<file path="config.mk">
export PLATFORM = sky130hd
export DESIGN_NAME = fals_dp
export DESIGN_NICKNAME = d
export VERILOG_FILES = /design/src/rtl/fals_pkg.sv /design/src/rtl/fals_dp.sv
export SDC_FILE = /design/constraint.sdc
export NUM_CORES = 2
export LEC_CHECK = 0
export ABC_AREA = 1
export BUFFER_PORTS_ARGS = -buffer_cell sky130_fd_sc_hd__buf_2
export CAP_MARGIN = 20
export CORE_UTILIZATION = 35
export DETAILED_ROUTE_END_ITERATION = 6
export PLACE_DENSITY_LB_ADDON = 0.15
export SYNTH_ARGS = -nofsm -noshare
export SYNTH_HDL_FRONTEND = slang
export SYNTH_SLANG_ARGS = --single-unit
</file>
<file path="constraint.sdc">
create_clock -name clk_i -period 26.8 [get_ports clk_i]
set_input_delay 2.68 -clock clk_i [delete_from_list [all_inputs] [get_ports clk_i]]
set_output_delay 2.68 -clock clk_i [all_outputs]
set_load 0.005 [all_outputs]
</file>
<file path="src/rtl/fals_pkg.sv">
package fals_pkg;

  // Store geometry
  localparam int LINES      = 8;
  localparam int WIDTH      = 8;
  localparam int COORD_BITS = 10;

  // Fixed field widths of the channels
  localparam int MAT_W       = 2;
  localparam int COORD_IN_W  = 10;
  localparam int VAL_W       = 32;
  localparam int WIDX_IN_W   = 3;
  localparam int LINE_OUT_W  = 3;

  // Derived widths
  localparam int LINE_W = $clog2(LINES);
  localparam int WIDX_W = (WIDTH > 1) ? $clog2(WIDTH) : 1;

  typedef enum logic {
    REQ_QUERY  = 1'b0,
    REQ_INSERT = 1'b1
  } req_type_e;

  // One stored matrix element
  typedef struct packed {
    logic [MAT_W-1:0]      mat;
    logic [COORD_BITS-1:0] row;
    logic [COORD_BITS-1:0] col;
    logic [VAL_W-1:0]      val;
  } elem_word_t;

  typedef elem_word_t [WIDTH-1:0] line_t;

  // Controller to datapath
  typedef struct packed {
    logic stage_wr;
    logic query_start;
    logic scan_step;
    logic hit_done;
    logic miss_done;
    logic commit;
  } cmd_t;

  // Datapath to controller
  typedef struct packed {
    logic is_query_req;
    logic ins_ok;
    logic ins_last;
    logic match;
    logic last_line;
  } status_t;

  // Result payload
  typedef struct packed {
    logic                  is_query;
    logic                  hit;
    logic [LINE_OUT_W-1:0] line_used;
    logic                  evicted;
  } res_t;

endpackage

</file>
<file path="src/rtl/fals_dp.sv">
module fals_dp
  import fals_pkg::*;
(
  input  logic                    clk_i,
  input  logic                    rst_ni,
  input  logic                    req_type_i,
  input  logic [MAT_W-1:0]        matrix_id_i,
  input  logic [COORD_IN_W-1:0]   row_index_i,
  input  logic [COORD_IN_W-1:0]   col_index_i,
  input  logic signed [VAL_W-1:0] elem_value_i,
  input  logic [WIDX_IN_W-1:0]    word_index_i,
  input  cmd_t                    cmd_i,
  output status_t                 status_o,
  output res_t                    res_o
);

  // Line storage, one full line per row
  line_t      line_mem [LINES];
  line_t      rdata_q;

  elem_word_t staging_q [WIDTH];
  line_t      stage_line;

  elem_word_t qword_q;
  elem_word_t in_word;
  logic [LINE_W-1:0] scan_idx_q;
  logic [LINE_W-1:0] scan_nxt;
  logic [LINE_W-1:0] rd_addr;
  logic              rd_en;

  logic [LINES-1:0]  line_valid_q, line_valid_d;
  logic [LINE_W-1:0] line_age_q [LINES];
  logic [LINE_W-1:0] line_age_d [LINES];

  logic [COORD_BITS+COORD_IN_W-1:0] row_ext, col_ext;
  logic [WIDX_W+WIDX_IN_W-1:0]      widx_ext;
  logic [WIDX_W-1:0]                widx;

  logic              any_eq;
  logic              empty_found;
  logic [LINE_W-1:0] empty_idx;
  logic [LINE_W-1:0] oldest_idx;
  logic [LINE_W-1:0] oldest_age;
  logic [LINE_W-1:0] victim;
  logic              touch_en;
  logic [LINE_W-1:0] touch_idx;
  logic [LINE_W+LINE_OUT_W-1:0] hit_line_ext, victim_ext;

  res_t res_q;

  localparam logic [LINE_W-1:0] AGE_MAX  = LINE_W'(LINES - 1);
  localparam logic [LINE_W-1:0] LAST_IDX = LINE_W'(LINES - 1);

  // Form the incoming element, coordinates cut to COORD_BITS
  assign row_ext     = {{COORD_BITS{1'b0}}, row_index_i};
  assign col_ext     = {{COORD_BITS{1'b0}}, col_index_i};
  assign in_word.mat = matrix_id_i;
  assign in_word.row = row_ext[COORD_BITS-1:0];
  assign in_word.col = col_ext[COORD_BITS-1:0];
  assign in_word.val = elem_value_i;

  assign widx_ext = {{WIDX_W{1'b0}}, word_index_i};
  assign widx     = widx_ext[WIDX_W-1:0];

  // Report request kind and scan progress
  assign status_o.is_query_req = (req_type_i == REQ_QUERY);
  assign status_o.ins_ok       = (int'(word_index_i) < WIDTH);
  assign status_o.ins_last     = (int'(word_index_i) == WIDTH - 1);
  assign status_o.last_line    = (scan_idx_q == LAST_IDX);

  // Compare all words of the current line in parallel
  always_comb begin
    any_eq = 1'b0;
    for (int j = 0; j < WIDTH; j++) begin
      if (rdata_q[j] == qword_q) begin
        any_eq = 1'b1;
      end
    end
  end

  assign status_o.match = line_valid_q[scan_idx_q] && any_eq;

  // Stage words of the incoming line
  always_ff @(posedge clk_i) begin
    if (cmd_i.stage_wr) begin
      staging_q[widx] <= in_word;
    end
  end

  always_comb begin
    for (int j = 0; j < WIDTH; j++) begin
      stage_line[j] = staging_q[j];
    end
  end

  // Advance the scan one line per cycle
  assign scan_nxt = status_o.last_line ? '0 : scan_idx_q + LINE_W'(1);
  assign rd_en    = cmd_i.query_start || cmd_i.scan_step;
  assign rd_addr  = cmd_i.query_start ? '0 : scan_nxt;

  always_ff @(posedge clk_i) begin
    if (cmd_i.query_start) begin
      qword_q    <= in_word;
      scan_idx_q <= '0;
    end else if (cmd_i.scan_step) begin
      scan_idx_q <= scan_nxt;
    end
  end

  always_ff @(posedge clk_i) begin
    if (rd_en) begin
      rdata_q <= line_mem[rd_addr];
    end
  end

  always_ff @(posedge clk_i) begin
    if (cmd_i.commit) begin
      line_mem[victim] <= stage_line;
    end
  end

  // Pick the first empty line, else the oldest (lowest index on a tie)
  always_comb begin
    empty_found = 1'b0;
    empty_idx   = '0;
    for (int i = LINES - 1; i >= 0; i--) begin
      if (!line_valid_q[i]) begin
        empty_found = 1'b1;
        empty_idx   = LINE_W'(i);
      end
    end
    oldest_idx = '0;
    oldest_age = line_age_q[0];
    for (int i = 1; i < LINES; i++) begin
      if (line_age_q[i] > oldest_age) begin
        oldest_age = line_age_q[i];
        oldest_idx = LINE_W'(i);
      end
    end
  end

  assign victim = empty_found ? empty_idx : oldest_idx;

  // Make the touched line most recent and age the lines newer than it
  assign touch_en  = cmd_i.hit_done || cmd_i.commit;
  assign touch_idx = cmd_i.commit ? victim : scan_idx_q;

  always_comb begin
    line_valid_d = line_valid_q;
    line_age_d   = line_age_q;
    if (touch_en) begin
      for (int k = 0; k < LINES; k++) begin
        if ((LINE_W'(k) != touch_idx) && line_valid_q[k] &&
            (!line_valid_q[touch_idx] || (line_age_q[k] < line_age_q[touch_idx])) &&
            (line_age_q[k] != AGE_MAX)) begin
          line_age_d[k] = line_age_q[k] + LINE_W'(1);
        end
      end
      line_age_d[touch_idx]   = '0;
      line_valid_d[touch_idx] = 1'b1;
    end
  end

  always_ff @(posedge clk_i or negedge rst_ni) begin
    if (!rst_ni) begin
      line_valid_q <= '0;
      for (int k = 0; k < LINES; k++) begin
        line_age_q[k] <= '0;
      end
    end else begin
      line_valid_q <= line_valid_d;
      line_age_q   <= line_age_d;
    end
  end

  // Load the result register
  assign hit_line_ext = {{LINE_OUT_W{1'b0}}, scan_idx_q};
  assign victim_ext   = {{LINE_OUT_W{1'b0}}, victim};

  always_ff @(posedge clk_i) begin
    if (cmd_i.hit_done) begin
      res_q.is_query  <= 1'b1;
      res_q.hit       <= 1'b1;
      res_q.line_used <= hit_line_ext[LINE_OUT_W-1:0];
      res_q.evicted   <= 1'b0;
    end else if (cmd_i.miss_done) begin
      res_q.is_query  <= 1'b1;
      res_q.hit       <= 1'b0;
      res_q.line_used <= '0;
      res_q.evicted   <= 1'b0;
    end else if (cmd_i.commit) begin
      res_q.is_query  <= 1'b0;
      res_q.hit       <= 1'b0;
      res_q.line_used <= victim_ext[LINE_OUT_W-1:0];
      res_q.evicted   <= !empty_found;
    end
  end

  assign res_o = res_q;

  // A hit is only reported for a matching valid line
  a_hit_needs_match: assert property (
    @(posedge clk_i) disable iff (!rst_ni)
    cmd_i.hit_done |-> status_o.match
  ) else $error("hit reported without a matching valid line");

  // A committed line is valid and most recent afterwards
  a_commit_mru: assert property (
    @(posedge clk_i) disable iff (!rst_ni)
    cmd_i.commit |=> (line_valid_q[$past(victim)] && (line_age_q[$past(victim)] == '0))
  ) else $error("committed line not valid and most recent");

  // A hit line becomes most recent
  a_hit_mru: assert property (
    @(posedge clk_i) disable iff (!rst_ni)
    cmd_i.hit_done |=> (line_age_q[$past(scan_idx_q)] == '0)
  ) else $error("hit line not made most recent");

  // Eviction only replaces a valid line
  a_evict_valid: assert property (
    @(posedge clk_i) disable iff (!rst_ni)
    (cmd_i.commit && !empty_found) |-> line_valid_q[victim]
  ) else $error("eviction chose an empty line");

endmodule
</file>
# Word-level counts from Yosys, hierarchy flattened
# Memory sizes are Yosys's and may differ from the RTL's. A register that Yosys moved wholly into a read port is not among the register bits.
# Cells that the tools add are included.
# word_totals
output_inout_bits	11
mem_count	2
input_bits	66
wordCells	197
ramBits	3888
regBits	95
# mem_list
memory	depth	word_bits	read_ports	rd_ports_with_merged_regs	write_ports	line	rtl
line_mem	8	432	1	1	1	fals_dp.sv:18	line_t line_mem [LINES];
staging_q	8	54	8	0	1	fals_dp.sv:21	elem_word_t staging_q [WIDTH];
# op_classes
n_mux	75
n_bitwise	5
reduce_logical	43
eq_ne	25
n_lt_le_gt_ge	20
addsub	9
# ops
operator	n
$eq A54 B54 Y1	8
$mux W3	43
$add A3 B1 Y3 const B	9
$logic_and A1 B1 Y1	27
$and A24 B24 Y24	1
$lt A3 B3 Y1	8
$mux W1	24
$ne A3 B3 Y1 const B	8
$not A24 Y24	1
$gt A3 B3 Y1	7
$ne A3 B3 Y1 const A	4
$logic_or A1 B1 Y1	10
$mux W5	2
$bmux W3 S3	1
$demux W3 S3	1
$lt A3 B4 Y1 const B	2
$or A8 B8 Y8	1
$bmux W1 S3	2
$ne A2 B3 Y1 const A	2
$reduce_bool A3 Y1	2
$ge A4 B4 Y1 const B	1
$lt A4 B1 Y1 const B	1
$mux W4	1
$not A3 Y4	1
other kinds (9)	10

# Logic depth before layout (Yosys ltp)
# logic_depth
word_depth	27
mapped_depth	64
depth_no_buf	64

# Worst setup path before layout
# Ideal clock, no wire load.
# synth_timing
path_kind	register -> register
from	register line_age_q[23] (netlist name)
to	memory line_mem[6][0] (netlist name), enable pin
arrival_ps	24015
period_less_slack_ps	25250
n_path_buf	0
setup_ps	1235
slack_ps	1550
required_ps	25565
path_stages_with_launch	49
cell_sequence	dfrtp_1 > inv_1 > ha_1 > nand2_1 > nand2_1 > nor2_2 > nor2_4 > nand2_1 > o21ai_0 > ha_1 > nand3b_1 > nand2_1 > nand2_2 > nand2_1 > o21ai_0 > ha_1 > nand2_1 > o21ai_2 > (+13 left out) > nand2_1 > o21ai_0 > ha_1 > nand2_1 > o21ai_1 > nand2_1 > nand2_1 > o21ai_0 > ha_1 > nand3b_1 > nand2_1 > a21oi_2 > and2_4 > nand2_2 > nand2_2 > nor2_2 > nand2_1 > nor2_1
# synth_between
elab_chain_cells	15
word_cells_on_any_way	21
cone_classes	order compare: 7; mux: 14
# synth_lines
element	line	rtl
from (decl)	fals_dp.sv:32	logic [LINE_W-1:0] line_age_q [LINES];
from (signal assigned)	fals_dp.sv:172	line_age_q <= line_age_d;
$gt A3 B3 Y1	fals_dp.sv:135	if (line_age_q[i] > oldest_age) begin
$mux W3	fals_dp.sv:135	
$gt A3 B3 Y1	fals_dp.sv:135	
$mux W3	fals_dp.sv:135	
$gt A3 B3 Y1	fals_dp.sv:135	
$mux W3	fals_dp.sv:135	
$gt A3 B3 Y1	fals_dp.sv:135	
$mux W3	fals_dp.sv:135	
$gt A3 B3 Y1	fals_dp.sv:135	
$mux W3	fals_dp.sv:135	
$gt A3 B3 Y1	fals_dp.sv:135	
$mux W3	fals_dp.sv:135	
$gt A3 B3 Y1	fals_dp.sv:135	
$mux W3 (*)	fals_dp.sv:135	
$mux W3 (*)	fals_dp.sv:142	assign victim = empty_found ? empty_idx : oldest_idx;
to (decl)	fals_dp.sv:18	
# Mark *: on every way between the ends. The rest lies on a longest branch, timed or not.

# Final worst setup path
# layout_timing
from	register line_age_q[22] (netlist name)
to	memory line_mem[2][245] (netlist name), enable pin
# The elaborated chain is that of the path after synthesis.

==> metrics.txt <==
status=complete, no violations; Worst R2R End=line_mem[2][245]$_DFFE_PP_; first-pass GRT wire length=686000 µm; # hold bufs at CTS=0; cell taking the most area after synthesis=edfxtp_1; Synth Instances=12100; number of cell rows=254; register bit count reported by yosys=4415; CP Data Required Time=27410 ps; R2R depth=48; met2 Use GR=31.1%; GRT met3 Usage=2.26%; setup bufs post-CTS=0; Most common cell on crit path=nand2_1; Post-Syn Area=169000 µm²; Hold Crit Class=flip-flop to flip-flop; most numerous cell in the Yosys netlist=edfxtp_1; CTS sink count=4415; Worst-Skew Late Latency=1020 ps; Initial Util=35.2%; Die Y=697 µm; min-delay src=res_o[5]$_SDFFE_PP1P_; hold depth=2; Worst R2R Setup Slack=15650 ps; Final HPWL DP=242000 µm; Most Crowded Layer GR=met2; GRT Overall Usage=19.0%; # DRC=0; Root Buffer=clkbuf_16; initial antenna violation count=36; worst r2r src=line_age_q[22]$_DFFE_PN0P_; Synth area leaders=edfxtp_1 (78%), nor2_1 (7.0%), o21ai_0 (5.2%), o22ai_1 (1.6%), a31oi_1 (1.6%); Yosys Warn Count=0; Placeable Area=480000 µm²; Final Hold Fails=0; Detailed Route Iter0 Violations=8883; drt first pass iters=5; largest net degree at the start of global routing=211; Worst Setup Start Kind=flip-flop; post-layout net count=12200; RSZ-0062 raised after global routing=no; max_cap viols=0; wirelength, routed=473000 µm; layout cells sized above 1=8.26%; CP Launch Point=line_age_q[22]$_DFFE_PN0P_; post-cts sizing count=0; vias in the first global route=97300; predominant post-synthesis flop cell=edfxtp_1; DIE WIDTH=697 µm; die area=485000 µm²; setup TNS=0 ps; CTS buffer count=466; post-DR vias/cell=5.22; f_max=89.7 MHz; Clock transition at path regs=60 ps; Post-synth ARST share=0.725%; critical path class=flip-flop to flip-flop; CP max stage delay=680 ps; Post-Syn Nets=12200; Post-DRT Antenna Nets=0; Slowest cell on crit path=buf_4; Arrival @ worst endpoint=11760 ps; crit path max fanout=87; synth cell count leaders=edfxtp_1 (4377), nor2_1 (3130), o21ai_0 (1748), clkbuf_1 (687), o22ai_1 (437); port bufs=75; Post-synth EDFFs=4377; met1 Use GR=27.2%; fin. max-slew vios=0; Max Buffers Root-to-Sink=4; via count=98500; fin crit period=11150 ps; post-synth cell types=61; clk_skew=47.8 ps; average routed wire per standard cell=25.1 µm; TritonCTS clock tree=done; area grow syn2layout=13.3%; critical path endpoint category=flip-flop; crit share post-route=41.6%; Slew @ Worst Pin=1240 ps; Top Ports=77; Mean Syn Cell Area=14.0 µm²; Final Setup Violations=0; H-Tree Depth=5; hold endpoint=res_o[5]$_SDFFE_PP1P_; grt ovf=0; Slew HR=16.2%; Synth top area share=77.8%; Final Wtd Congestion=0.820; sequential share of the synthesized area=78.4%
-- critical path: cells and delay by family (launching register included) --
kind | cells | cell delay, ps
AND/OR/NAND/NOR | 24 | 3170
adder cells (fa/ha/maj) | 7 | 2240
flip-flops | 1 | 460
buffers and inverters | 5 | 2710
AO/OA/AOI/OAI | 12 | 1970
-- per-layer routing --
metal | share of wire [%] | routed length [µm] | up-vias
li1 | - | - | 44400
met1 | 46 | 218000 | 50900
met2 | 47 | 222000 | 2497
met3 | 4.7 | 22500 | 667
met4 | 2.2 | 10500 | 10
met5 | 0.014 | 65 | -
-- worst max path at each step --
stage | to | cells past startpoint
floorplan | line_mem[6][0]$_DFFE_PP_ | 48
global placement | line_mem[2][31]$_DFFE_PP_ | 47
detailed placement | line_mem[2][352]$_DFFE_PP_ | 48
CTS | line_mem[2][245]$_DFFE_PP_ | 48
global route | line_mem[2][245]$_DFFE_PP_ | 47
finish | line_mem[2][245]$_DFFE_PP_ | 48
-- sequential cells by signal, indices dropped and copies added, names as in the netlist --
register	count
res_o	6
rdata_q	432
staging_q	432
scan_idx_q	3
line_mem	3456
line_age_q	24
line_valid_q	8
qword_q	54
-- layout by cell type (no fill, tap or decap), types with 7 or more instances in the layout --
master,count
ha_1,47
nor3b_1,7
buf_4,170
a21oi_1,18
a31oi_1,434
nand2_2,16
o22ai_1,437
diode_2,11
buf_2,74
nor4_1,35
xnor2_1,225
clkbuf_1,116
xor2_1,159
nand3_1,101
o21ai_0,1748
dfrtp_1,32
nor4_2,12
edfxtp_1,4377
nor2_1,3113
buf_12,23
nor2_4,18
nand4_1,68
inv_1,132
inv_6,14
clkinv_2,76
nand2_4,18
nor3_1,7
nand2_1,233
clkinv_1,114
or2_2,17
clkinvlp_4,10
clkbuf_16,469
o2111ai_1,14
bufinv_16,45
inv_2,12
-- cells by family after synthesis --
| group | synth area share (%) |
|---|---|
| AO/OA/AOI/OAI | 8.64 |
| XOR/XNOR | 1.99 |
| adder cells (fa/ha/maj) | 0.348 |
| buffers and inverters | 2.00 |
| flip-flops | 78.4 |
| other | 0.00222 |
| AND/OR/NAND/NOR | 8.66 |
-- layout make-up --
class,count,area (µm²)
Fill cell,43800,288000
Clock inverter,275,2650
Tap cell,6400,8010
Sequential cell,4415,132000
Inverter,151,611
Timing Repair Buffer,269,2160
Antenna cell,11,27.5
Multi-Input combinational cell,6777,33400
Clock buffer,587,12200
-- per-stage QoR --
step / cells / util (%) / instance area [µm²] / hold WS, ps / worst slack [ps]
floorplan: 12100 / - / 169000 / 443 / 1550
global placement: 18000 / 36.8 / 176000 / 424 / 15380
detailed placement: 18000 / 36.8 / 176000 / 439 / 15730
CTS: 18900 / 39.9 / 191000 / 452 / 15670
global route: 18900 / 39.9 / 191000 / 483 / 14750
finish: 18900 / 39.9 / 191000 / 456 / 15650
Power is not shown: default switching activity piles up to over one toggle a cycle in this logic, so the estimate is an artifact.
