`config.mk`:
```
export PLATFORM = sky130hd
export DESIGN_NAME = fals_ctrl
export DESIGN_NICKNAME = d
export VERILOG_FILES = /design/src/rtl/fals_pkg.sv /design/src/rtl/fals_ctrl.sv
export SDC_FILE = /design/constraint.sdc
export NUM_CORES = 1
export LEC_CHECK = 0
export BUFFER_PORTS_ARGS = -buffer_cell sky130_fd_sc_hd__buf_2
export CORE_AREA = 2 2 39 41
export CTS_BUF_LIST = sky130_fd_sc_hd__clkbuf_8
export CTS_CLUSTER_SIZE = 40
export DETAILED_ROUTE_END_ITERATION = 8
export DIE_AREA = 0 0 41 43
export PLACE_DENSITY = 0.51
export REMOVE_ABC_BUFFERS = 1
export SETUP_SLACK_MARGIN = 0.4
export SLEW_MARGIN = 40
export SYNTH_ARGS = -nofsm -noshare
export SYNTH_HDL_FRONTEND = slang
export SYNTH_SLANG_ARGS = --single-unit
```
`constraint.sdc`:
```
create_clock -name clk_i -period 2.1 [get_ports clk_i]
set_clock_uncertainty 0.05 [all_clocks]
set_input_delay 0 -clock clk_i [delete_from_list [all_inputs] [get_ports clk_i]]
set_output_delay 0 -clock clk_i [all_outputs]
set_load 0.03 [all_outputs]
```
`src/rtl/fals_pkg.sv`:
```
package fals_pkg;

  // Store geometry
  localparam int LINES      = 8;
  localparam int WIDTH      = 8;
  localparam int COORD_BITS = 10;

  // Fixed field widths of the channels
  localparam int MAT_W       = 2;
  localparam int COORD_IN_W  = 10;
  localparam int VAL_W       = 32;
  localparam int WIDX_IN_W   = 3;
  localparam int LINE_OUT_W  = 3;

  // Derived widths
  localparam int LINE_W = $clog2(LINES);
  localparam int WIDX_W = (WIDTH > 1) ? $clog2(WIDTH) : 1;

  typedef enum logic {
    REQ_QUERY  = 1'b0,
    REQ_INSERT = 1'b1
  } req_type_e;

  // One stored matrix element
  typedef struct packed {
    logic [MAT_W-1:0]      mat;
    logic [COORD_BITS-1:0] row;
    logic [COORD_BITS-1:0] col;
    logic [VAL_W-1:0]      val;
  } elem_word_t;

  typedef elem_word_t [WIDTH-1:0] line_t;

  // Controller to datapath
  typedef struct packed {
    logic stage_wr;
    logic query_start;
    logic scan_step;
    logic hit_done;
    logic miss_done;
    logic commit;
  } cmd_t;

  // Datapath to controller
  typedef struct packed {
    logic is_query_req;
    logic ins_ok;
    logic ins_last;
    logic match;
    logic last_line;
  } status_t;

  // Result payload
  typedef struct packed {
    logic                  is_query;
    logic                  hit;
    logic [LINE_OUT_W-1:0] line_used;
    logic                  evicted;
  } res_t;

endpackage

```
`src/rtl/fals_ctrl.sv`:
```
module fals_ctrl
  import fals_pkg::*;
(
  input  logic    clk_i,
  input  logic    rst_ni,
  input  logic    in_valid_i,
  output logic    in_ready_o,
  output logic    out_valid_o,
  input  logic    out_ready_i,
  input  status_t status_i,
  output cmd_t    cmd_o
);

  typedef enum logic [1:0] {
    ST_IDLE,
    ST_SCAN,
    ST_COMMIT
  } state_e;

  state_e state_q, state_d;
  logic   out_valid_q, out_valid_d;
  logic   out_free;
  logic   res_load;
  logic   accept;

  assign in_ready_o  = (state_q == ST_IDLE);
  assign out_valid_o = out_valid_q;
  assign out_free    = !out_valid_q || out_ready_i;
  assign accept      = in_valid_i && in_ready_o;

  // Sequence one transaction at a time
  always_comb begin
    cmd_o    = '0;
    state_d  = state_q;
    res_load = 1'b0;
    case (state_q)
      ST_IDLE: begin
        if (accept) begin
          if (status_i.is_query_req) begin
            cmd_o.query_start = 1'b1;
            state_d           = ST_SCAN;
          end else if (status_i.ins_ok) begin
            cmd_o.stage_wr = 1'b1;
            if (status_i.ins_last) begin
              state_d = ST_COMMIT;
            end
          end
        end
      end
      ST_SCAN: begin
        if (status_i.match) begin
          if (out_free) begin
            cmd_o.hit_done = 1'b1;
            res_load       = 1'b1;
            state_d        = ST_IDLE;
          end
        end else if (status_i.last_line) begin
          if (out_free) begin
            cmd_o.miss_done = 1'b1;
            res_load        = 1'b1;
            state_d         = ST_IDLE;
          end
        end else begin
          cmd_o.scan_step = 1'b1;
        end
      end
      ST_COMMIT: begin
        if (out_free) begin
          cmd_o.commit = 1'b1;
          res_load     = 1'b1;
          state_d      = ST_IDLE;
        end
      end
      default: begin
        state_d = ST_IDLE;
      end
    endcase
  end

  // Hold a result until the sink takes it
  assign out_valid_d = res_load || (out_valid_q && !out_ready_i);

  always_ff @(posedge clk_i or negedge rst_ni) begin
    if (!rst_ni) begin
      state_q     <= ST_IDLE;
      out_valid_q <= 1'b0;
    end else begin
      state_q     <= state_d;
      out_valid_q <= out_valid_d;
    end
  end

endmodule

```
---- Yosys cells after proc, flatten, opt, wreduce, memory -nomap -nowiden ----
Cells that the tools add are included.
cells by class
  equality and inequality tests ........... 6
  muxes and demuxes ....................... 23
  reduce and logical (&&, ||, !) cells .... 8
operators by type and width
  operator            number
  $mux 2              9
  $mux 1              11
  $ne 3x1->1 const B  2
  $pmux 2 s3          1
  $reduce_and 4->1    1
  $mux 3              1
  $ne 3x3->1 const B  1
  $eq 2x1->1 const B  1
  $eq 2x2->1 const B  1
  $logic_and 1x1->1   2
  $logic_not 1->1     2
  $logic_not 2->1     1
  $logic_or 1x1->1    2
  $ne 2x1->1 const B  1
  $pmux 1 s2          1
storage, ports and cells
  register bits after elaboration ......... 3
  logic and storage cells ................. 39

---- Longest topological paths before layout ----
Gate-level depths: netlist of run 1.
  word-level depth ........................ 7
  gate-level depth with buffers ........... 5
  mapped depth without buffers ............ 5

---- Least setup slack after synthesis of run 1 ----
Ideal clock, no wire load.
  path type ............................... reg2out
  from .................................... register state_q[0]
  to ...................................... output cmd_o[5] in the netlist's numbering
  arrival time ............................ 2024 ps
  data required time ...................... 2050 ps
  path slack .............................. 26 ps
  cell stages (with the launch flop) ...... 5
  buffers on the path ..................... 0
  cells stage by stage .................... dfrtp_1 -> inv_1 -> ha_1 -> inv_1 -> nor4b_1
RTL lines
  what                    RTL line         RTL
  start, declared         fals_ctrl.sv:20  state_e state_q, state_d;
  start signal, assigned  fals_ctrl.sv:88  state_q <= state_d;
  end, declared           fals_ctrl.sv:11  output cmd_t cmd_o

---- Worst setup path in the final report of run 1 ----
  from .................................... register state_q[0]
  to ...................................... register state_q[1]
on the way
  longest elaborated chain between the ends .. 4
  elaborated cells between the ends (all ways) .. 10
  those cells by class .................... 6 x eq/ne; 1 x mux; 3 x reduce/logical
RTL lines
  what                        RTL line                          RTL
  $logic_not 2->1             fals_ctrl.sv:26, fals_ctrl.sv:36
  $logic_and 1x1->1           fals_ctrl.sv:29                   assign accept = in_valid_i && in_ready_o;
  $ne 2x1->1 (no line)        --
  $reduce_and 4->1 (no line)  --
Several ways; a longest one is shown, not always the timed one.
A chain may end at the register's enable or synchronous reset.

==> impl_metrics.yaml, run 1 <==
status:
  status: "complete, no violations"
setup_path:
  arrival_ps: 1800
  crit_path_start_kind: "flip-flop"
  cp_top_family: "simple AND/OR/NAND/NOR gates"
  critPathBufInv: 1
  crit_required_ps: 2170
  crit_slowest_cell: "or4_4"
  endpoint_kind: "flip-flop"
  critPathMaxFanout: 3
  rr_worst_depth: 5
  crit_chain: "inv_2 -> ha_4 -> and3b_2 -> or4_4 -> o311ai_4"
  critical-path-max-stage-delay_ps: 450
  path_class: "reg2reg"
  worst-path-stages: 5
final_layout:
  seq_area_um2: 75.1
  multi_input_comb_area_um2: 221
  num-fill-cells: 151
  final_common_cell: "buf_2"
  insertedDiodeCount: 0
  area_growth_pct: 71.5
  drive_gt1_share_pct: 57.4
  utilization_pct: 35.4
  final_nets: 67
pwr:
  power_uw: 598
  leakage_uw: 0.000263
  powerDensity_nw_per_um2: 1220
  peakVddDrop_uv: 551
global_routing:
  gr-total-overflow: 0
  grt_util_all_layers_pct: 11.0
  antenna_found_initial: 0
  grt_pass1_vias: 298
  grt_pass1_wl_um: 1240
  grt_max_degree: 7
drt:
  vias_per_cell: 4.74
  drc: 0
  route.final.wire_length_um: 848
  wire_per_inst_um: 12.1
  drtPass1Iterations: 4
  drtAntennaViolNets: 0
  vias: 332
  drtIter0Drc: 6
die:
  coreArea_um2: 1380
  io-pin-count: 17
  die_y_um: 43
  die_area_um2: 1760
  row_count: 14
  die_x_um: 41
  start_util_pct: 20.6
clock_tree:
  path_clk_slew_ps: 30
  worstSkewPairLatency_ps: 220
  cts_tree: "built"
  cts_sinks: 3
  cts-htree-levels: 1
  cts_buffers: 3
  clk_path_buf_depth: 2
  root_buffer: "clkbuf_8"
synthesis:
  yosysTopAreaCell: "dfrtp_1"
  syn-cell-area_um2: 285
  synth_seq_cells: 3
  yosysSeqAreaShare_pct: 26.3
  synthCells: 30
  yosysWarnings: 0
  synth.avg_cell_area_um2: 9.51
  synth_top_area_share_pct: 26.3
  synth_area_leaders: "dfrtp_1 26%, ha_1 13%, o211ai_1 7.9%, nor3b_4 6.6%, o311ai_2 5.7%"
  synth.distinct_cells: 18
placed_design:
  dp_hpwl_um: 557
  place.gp.congestion: 0.752
  port_buffers: 16
sta:
  tightest_slew_ps: 300
  slew_viol_final: 0
  setup_viol: 0
  tns_ps: 0
  fin_crit_ps: 1730
  maxSlewHeadroom_pct: 79.9
  hold_viol_final: 0
  max_freq_mhz: 578
  rsz0062_at_grt: "yes"
  fin_hold_ws_ps: 32.4
  finalCritPeriodShare_pct: 82.4
worst_hold_path:
  hold-path-cell-count: 2
  hold_class: "in2reg"
run:
  drv_cap: 0
==> worst reg2reg max path, cell delays in order, from the launching register on <==
cell and delay, ps:
dfrtp_1 400, inv_2 90, ha_4 200, and3b_2 220
or4_4 450, o311ai_4 220
==> layout make-up <==
type,count,share of cell area (%)
Clock buffer,3,8.44
Clock inverter,1,0.767
Inverter,4,3.07
Multi-Input combinational cell,23,45.3
Sequential cell,3,15.3
Tap cell,16,4.09
Timing Repair Buffer,20,23.0
==> flip-flops by register name, summed over array words and instances (netlist names) <==
register / flops
state_q: 2
out_valid_o: 1
==> report_power, final <==
group	switching [µW]	internal, µW	total, µW
logic	198	141	339
clock network	38.3	124	163
registers	17.2	79.2	96.4
total	254	344	598
==> synth_stat cells <==
cell	count
dfrtp_1	3
or4_4	1
o311ai_2	1
and3b_1	1
o21a_1	1
o21ai_0	3
and4b_1	1
nor4b_1	1
nand2_1	2
o211ai_1	3
and2_1	1
ha_1	3
and3_1	1
a21oi_1	1
nand2b_1	1
and3_2	1
nor3b_4	1
inv_1	4
==> repair_timing <==
item                                    4_1_cts  5_1_grt
endpoints found under the setup margin        2        2
hold buffers                                  1        0
hold endpoints to repair                      3        0
pin swaps                                     2        0
buffers inserted                              3        0
resized for setup                             4        3
cloned                                        0        0
==> metrics by stage <==
stage | cell area [µm²] | setup WS [ps] | std cells
after detailed placement | 385 | 369 | 62
after global placement | 385 | 381 | 62
after floorplan | 285 | 26.1 | 30
after global routing | 489 | 346 | 70
after CTS | 477 | 402 | 70
final | 489 | 369 | 70
==> path summary, 6_finish.rpt <==
check / slack (ps) / end / from
min in group asynchronous: 70 / out_valid_o$_DFF_PN0_ / rst_ni
max reg2reg: 370 / state_q[1]$_DFFE_PN0P_ / state_q[0]$_DFFE_PN0P_
min: 30 / state_q[1]$_DFFE_PN0P_ / status_i[4]
max: 370 / state_q[1]$_DFFE_PN0P_ / state_q[0]$_DFFE_PN0P_
max in group asynchronous: 1820 / state_q[1]$_DFFE_PN0P_ / rst_ni
min reg2reg: 510 / out_valid_o$_DFF_PN0_ / out_valid_o$_DFF_PN0_
==> kinds of logic after synthesis <==
kind of cell	share of synthesized area, %
buf+inv	5.26
flops	26.3
compound gates	23.2
fa+ha+maj	13.2
simple gates	32.0
==> routing by layer <==
metal	share of wire (%)	GRT usage [%]	vias up
li1	-	-	162
met1	40	12.5	146
met2	48	15.6	20
met3	8.1	3.14	4
met4	3.9	10.0	0
met5	0	0	-
Note: power is estimated with default switching activity, not from simulation.
==> run 2: changes to the inputs <==
- clock period: 2.1 -> 1.62 ns (I/O delays scaled with it)
==> run 2 against run 1 <==
Net effect: the run now ends with negative setup slack left; worst setup slack got worse by 420 ps; global-route usage up 2.1 points; final cell count is 11% higher; sequential power rose by 27%; combinational power rose by 97%; critical path depth stayed put; non-clock buffer count up 8; sequential share of layout area fell by 3.6 points; critical endpoint unchanged; largest cell class unchanged; largest power group unchanged.
==> impl_metrics.yaml, run 2 (synthesis results as in run 1) <==
status:
  status: "finished, violations left"
  failed_checks: "negative setup slack"
global_routing:
  antenna_found_initial: 0
  gr-total-overflow: 0
  grt_pass1_wl_um: 1500
  grt_pass1_vias: 344
  grt_util_all_layers_pct: 13.2
  grt_max_degree: 6
drt:
  wire_per_inst_um: 11.1
  drtPass1Iterations: 2
  drtIter0Drc: 1
  route.final.wire_length_um: 863
  drc: 0
  vias: 359
  drtAntennaViolNets: 0
  vias_per_cell: 4.60
setup_path:
  crit_chain: "inv_2 -> ha_4 -> and3b_1 -> or4_4 -> o311ai_4"
  reg2reg_to: "state_q[1]$_DFFE_PN0P_"
  path_class: "reg2reg"
  endpoint_kind: "flip-flop"
  arrival_ps: 1740
  critical-path-max-stage-delay_ps: 440
  rr_worst_depth: 5
  critPathBufInv: 1
  crit_path_start_kind: "flip-flop"
  critPathMaxFanout: 3
  r2r-start: "state_q[0]$_DFFE_PN0P_"
  r2r_setup_slack_ps: -50
  crit_slowest_cell: "or4_4"
  cp_top_family: "simple AND/OR/NAND/NOR gates"
  crit_required_ps: 1690
final_layout:
  largest_register_ffs: 2
  design_area_um2: 642
  seq_area_um2: 75.1
  utilization_pct: 46.4
  num-fill-cells: 130
  insertedDiodeCount: 0
  area_growth_pct: 125
  drive_gt1_share_pct: 69.4
  multi_input_comb_area_um2: 259
  final_nets: 75
  regMostFlops: "state_q"
  final_common_cell: "buf_6"
  layout_common_cells: "10 x buf_6, 9 x buf_2, 8 x buf_4"
clock_tree:
  cts_buffers: 3
  cts_tree: "built"
  path_clk_slew_ps: 30
  cts_sinks: 3
  root_buffer: "clkbuf_8"
  worstSkewPairLatency_ps: 220
  clk_path_buf_depth: 2
  cts-htree-levels: 1
sta:
  slew_viol_final: 0
  maxSlewHeadroom_pct: 77.2
  max_freq_mhz: 600
  layout_setup_ws_ps: -47.2
  fin_crit_ps: 1670
  tns_ps: -65.9
  rsz0062_at_grt: "yes"
  tightest_slew_ps: 339
  setup_viol: 2
  finalCritPeriodShare_pct: 103
  hold_viol_final: 0
worst_hold_path:
  min_from: "status_i[4]"
  hold_class: "in2reg"
  hold-path-cell-count: 2
  hold_end: "state_q[1]$_DFFE_PN0P_"
pwr:
  power_switching_uw: 380
  p_comb_share_pct: 66.6
  leakage_uw: 0.000317
  power_uw: 1000
  peakVddDrop_uv: 615
  powerDensity_nw_per_um2: 1560
  intPower_uw: 621
  sw_frac_of_total_pct: 38.0
  sequentialPowerShare_pct: 12.2
  p_clk_share_pct: 21.2
die:
  coreArea_um2: 1380
  start_util_pct: 20.6
  die_x_um: 41
  io-pin-count: 17
  row_count: 14
  die_y_um: 43
  die_area_um2: 1760
placed_design:
  port_buffers: 16
  dp_hpwl_um: 625
  placed_area_um2: 423
  place.gp.congestion: 0.745
run:
  drv_cap: 0
[run 2: cell count changes in the layout (fill, tap and decap cells not counted), sizes merged]
cell,change
buf,+8
[run 2: stage by stage]
step / setup WS, ps / cells / hold WS [ps]
4_1_cts: -36.4 / 76 / 35.0
5_1_grt: -102 / 78 / 66.6
2_1_floorplan: -454 / 30 / -346
3_5_place_dp: -80.7 / 67 / -247
3_3_place_gp: -42.9 / 67 / -248
6_report: -47.2 / 78 / 51.5
[run 2: area by class of cell]
cell class	count	area share, %
repair buffers	28	35.5
well taps	16	3.12
flip-flops and latches	3	11.7
clock inverters	1	0.585
inverters	4	2.34
clock buffers	3	6.43
multi-input cells	23	40.4
[run 2: per-layer routing]
metal	GRT usage, %	vias up	wire length (µm)
met5	0	-	0
met4	8.00	0	24
met3	6.28	3	73
met2	19.1	17	432
met1	14.9	165	333
li1	-	174	-
[run 2: worst max path at each step]
stage                           start                     end  depth (start not counted)
5_1_grt        state_q[0]$_DFFE_PN0P_  state_q[1]$_DFFE_PN0P_                          5
3_5_place_dp   state_q[0]$_DFFE_PN0P_  state_q[1]$_DFFE_PN0P_                          5
3_3_place_gp   state_q[0]$_DFFE_PN0P_  state_q[1]$_DFFE_PN0P_                          5
2_1_floorplan  state_q[0]$_DFFE_PN0P_                cmd_o[5]                          4
6_report       state_q[0]$_DFFE_PN0P_  state_q[1]$_DFFE_PN0P_                          5
4_1_cts        state_q[0]$_DFFE_PN0P_  state_q[1]$_DFFE_PN0P_                          5
[run 2: repair_timing]
| action | 4_1_cts | 5_1_grt |
|---|---|---|
| endpoints found under the setup margin | 10 | 10 |
| buffers inserted | 4 | 2 |
| hold buffers | 1 | 0 |
| hold endpoints to repair | 3 | 0 |
| pin swaps | 2 | 3 |
| resized for setup | 24 | 7 |
[run 2: power groups by stage]
stage               registers (µW)  logic (µW)  clock network (µW)
floorplan                      142         233                   0
global placement               119         400                   0
detailed placement             120         399                   0
CTS                            122         587                 214
global route                   128         719                 221
finish                         122         667                 212
==> run 3: changes to the inputs <==
- ABC_AREA: default -> 1
- PLACE_DENSITY: 0.51 -> 0.53
- RECOVER_POWER: default -> 25
==> run 3 against run 2 <==
Net effect: the run now ends clean; critical endpoint is now cmd_o[5]; power shrank 9.4%; clock power shrank 2%; final cell count grew 14%; area after synthesis grew 7.0%; largest power group unchanged.
==> impl_metrics.yaml, run 3 <==
status:
  status: "complete, no violations"
drt:
  vias_per_cell: 3.97
  drtIter0Drc: 5
  wire_per_inst_um: 8.87
  drc: 0
  vias: 353
  route.final.wire_length_um: 789
  drtPass1Iterations: 3
  drtAntennaViolNets: 0
worst_hold_path:
  hold_class: "in2async"
synthesis:
  synth_seq_cells: 3
  synth.distinct_cells: 11
  yosysSeqAreaShare_pct: 24.6
  yosysTopAreaCell: "dfrtp_1"
  synth-edff-count: 0
  synth.avg_cell_area_um2: 6.11
  async_flop_share_pct: 100
  synth_top_area_share_pct: 24.6
  synth-main-ff-cell: "dfrtp_1"
  synth_area_leaders: "dfrtp_1 25%, inv_1 16%, nand2_1 16%, ha_1 12%, nand3_1 6.6%"
  synth_commonest_cells: "13 x inv_1, 13 x nand2_1, 5 x nor2_1, 4 x nand3_1"
  synthCells: 50
  yosysWarnings: 0
  syn-cell-area_um2: 305
setup_path:
  path_class: "reg2out"
  crit_required_ps: 1570
  arrival_ps: 1210
  rr_worst_depth: 7
  crit_chain: "inv_2 -> ha_4 -> nand2_2 -> nor2_2 -> buf_6"
  critical-path-max-stage-delay_ps: 380
  r2r-start: "state_q[0]$_DFFE_PN0P_"
  critPathBufInv: 2
  r2r_setup_slack_ps: 390
  crit_slowest_cell: "dfrtp_1"
  cp_top_family: "flip-flops"
  crit_path_start_kind: "flip-flop"
  endpoint_kind: "output pin"
  reg2reg_to: "state_q[1]$_DFFE_PN0P_"
  critPathMaxFanout: 5
final_layout:
  insertedDiodeCount: 0
  area_growth_pct: 85.2
  layout_common_cells: "11 x nand2_1, 10 x inv_1, 9 x buf_2"
  final_common_cell: "nand2_1"
  largest_register_ffs: 2
  drive_gt1_share_pct: 52.1
  num-fill-cells: 160
  regMostFlops: "state_q"
  instances_no_fill: 89
  final_nets: 86
placed_design:
  port_buffers: 16
  place.gp.congestion: 0.718
  place_inst: 82
  dp_hpwl_um: 573
die:
  io-pin-count: 17
  row_count: 14
  die_area_um2: 1760
  die_x_um: 41
  coreArea_um2: 1380
  start_util_pct: 22.1
  die_y_um: 43
clock_tree:
  path_clk_slew_ps: 30
  cts_sinks: 3
  cts_buffers: 3
  cts_tree: "built"
  root_buffer: "clkbuf_8"
  worstSkewPairLatency_ps: 210
  cts-htree-levels: 1
  clk_path_buf_depth: 2
global_routing:
  gr-total-overflow: 0
  antenna_found_initial: 0
  grt_pass1_wl_um: 1170
  grt_util_all_layers_pct: 9.95
  grt_pass1_vias: 326
  grt_max_degree: 6
pwr:
  peakVddDrop_uv: 710
  powerDensity_nw_per_um2: 1600
  leakage_uw: 0.000334
run:
  drv_cap: 0
sta:
  maxSlewHeadroom_pct: 89.4
  fin_crit_ps: 1260
  tns_ps: 0
  slew_viol_final: 0
  tightest_slew_ps: 159
  finalCritPeriodShare_pct: 77.6
  hold_viol_final: 0
  rsz0062_at_grt: "yes"
  setup_viol: 0
  max_freq_mhz: 795
[run 3: per-stage QoR]
stage          setup slack, ps  utilization, %  cell area, µm²  hold WS [ps]  total power [µW]
6_report                   363            40.9             566          71.8               907
4_1_cts                    365            38.6             534          52.4               873
2_1_floorplan              183               -             305          -346               436
3_5_place_dp               320            29.3             405          -251               538
5_1_grt                    286            40.9             566          85.8               989
3_3_place_gp               324            29.3             405          -247               533
[run 3: routing by layer]
metal	track usage (%)	share of wire [%]	vias to the layer above	routed length, µm
met3	1.57	3.3	0	26
met2	17.8	56	8	442
met1	9.68	40	153	319
met5	0	0	-	0
li1	-	-	192	-
met4	6.00	0	0	0
[run 3: cell type report]
class,count,area [µm²],area share [%]
Sequential cell,3,75.1,13.3
Inverter,13,48.8,8.63
Multi-Input combinational cell,34,246,43.6
Tap cell,16,20.0,3.54
Clock inverter,1,3.75,0.664
Timing Repair Buffer,19,130,23.0
Clock buffer,3,41.3,7.30
[run 3: how the worst max path moves through the flow]
stage                                      start  depth (start not counted)  slack (ps)                endpoint
final                     state_q[1]$_DFFE_PN0P_                          5         360                cmd_o[5]
after global routing      state_q[1]$_DFFE_PN0P_                          5         290                cmd_o[4]
after CTS                 state_q[1]$_DFFE_PN0P_                          5         370                cmd_o[5]
after detailed placement  state_q[1]$_DFFE_PN0P_                          7         320  state_q[0]$_DFFE_PN0P_
after global placement    state_q[1]$_DFFE_PN0P_                          7         320  state_q[0]$_DFFE_PN0P_
after floorplan           state_q[0]$_DFFE_PN0P_                          4         180                cmd_o[5]
[run 3: power breakdown]
group | leakage, µW | switching [µW] | internal (µW)
clock | 0.0000269 | 45.7 | 161
combinational | 0.000268 | 345 | 231
sequential | 0.0000389 | 20.3 | 105
[run 3: what timing repair did]
action                                 4_1_cts  5_1_grt
resized for setup                           17       12
hold buffers                                 1        0
setup endpoints to repair                    8        9
gates cloned                                 0        0
setup buffers                                2        0
pin swaps                                    6        9
endpoints found under the hold margin        3        0
[run 3: kinds of logic after synthesis]
| group | share of synthesized area [%] |
|---|---|
| compound gates | 6.55 |
| fa+ha+maj | 12.3 |
| buf+inv | 16.0 |
| flops | 24.6 |
| simple gates | 40.6 |
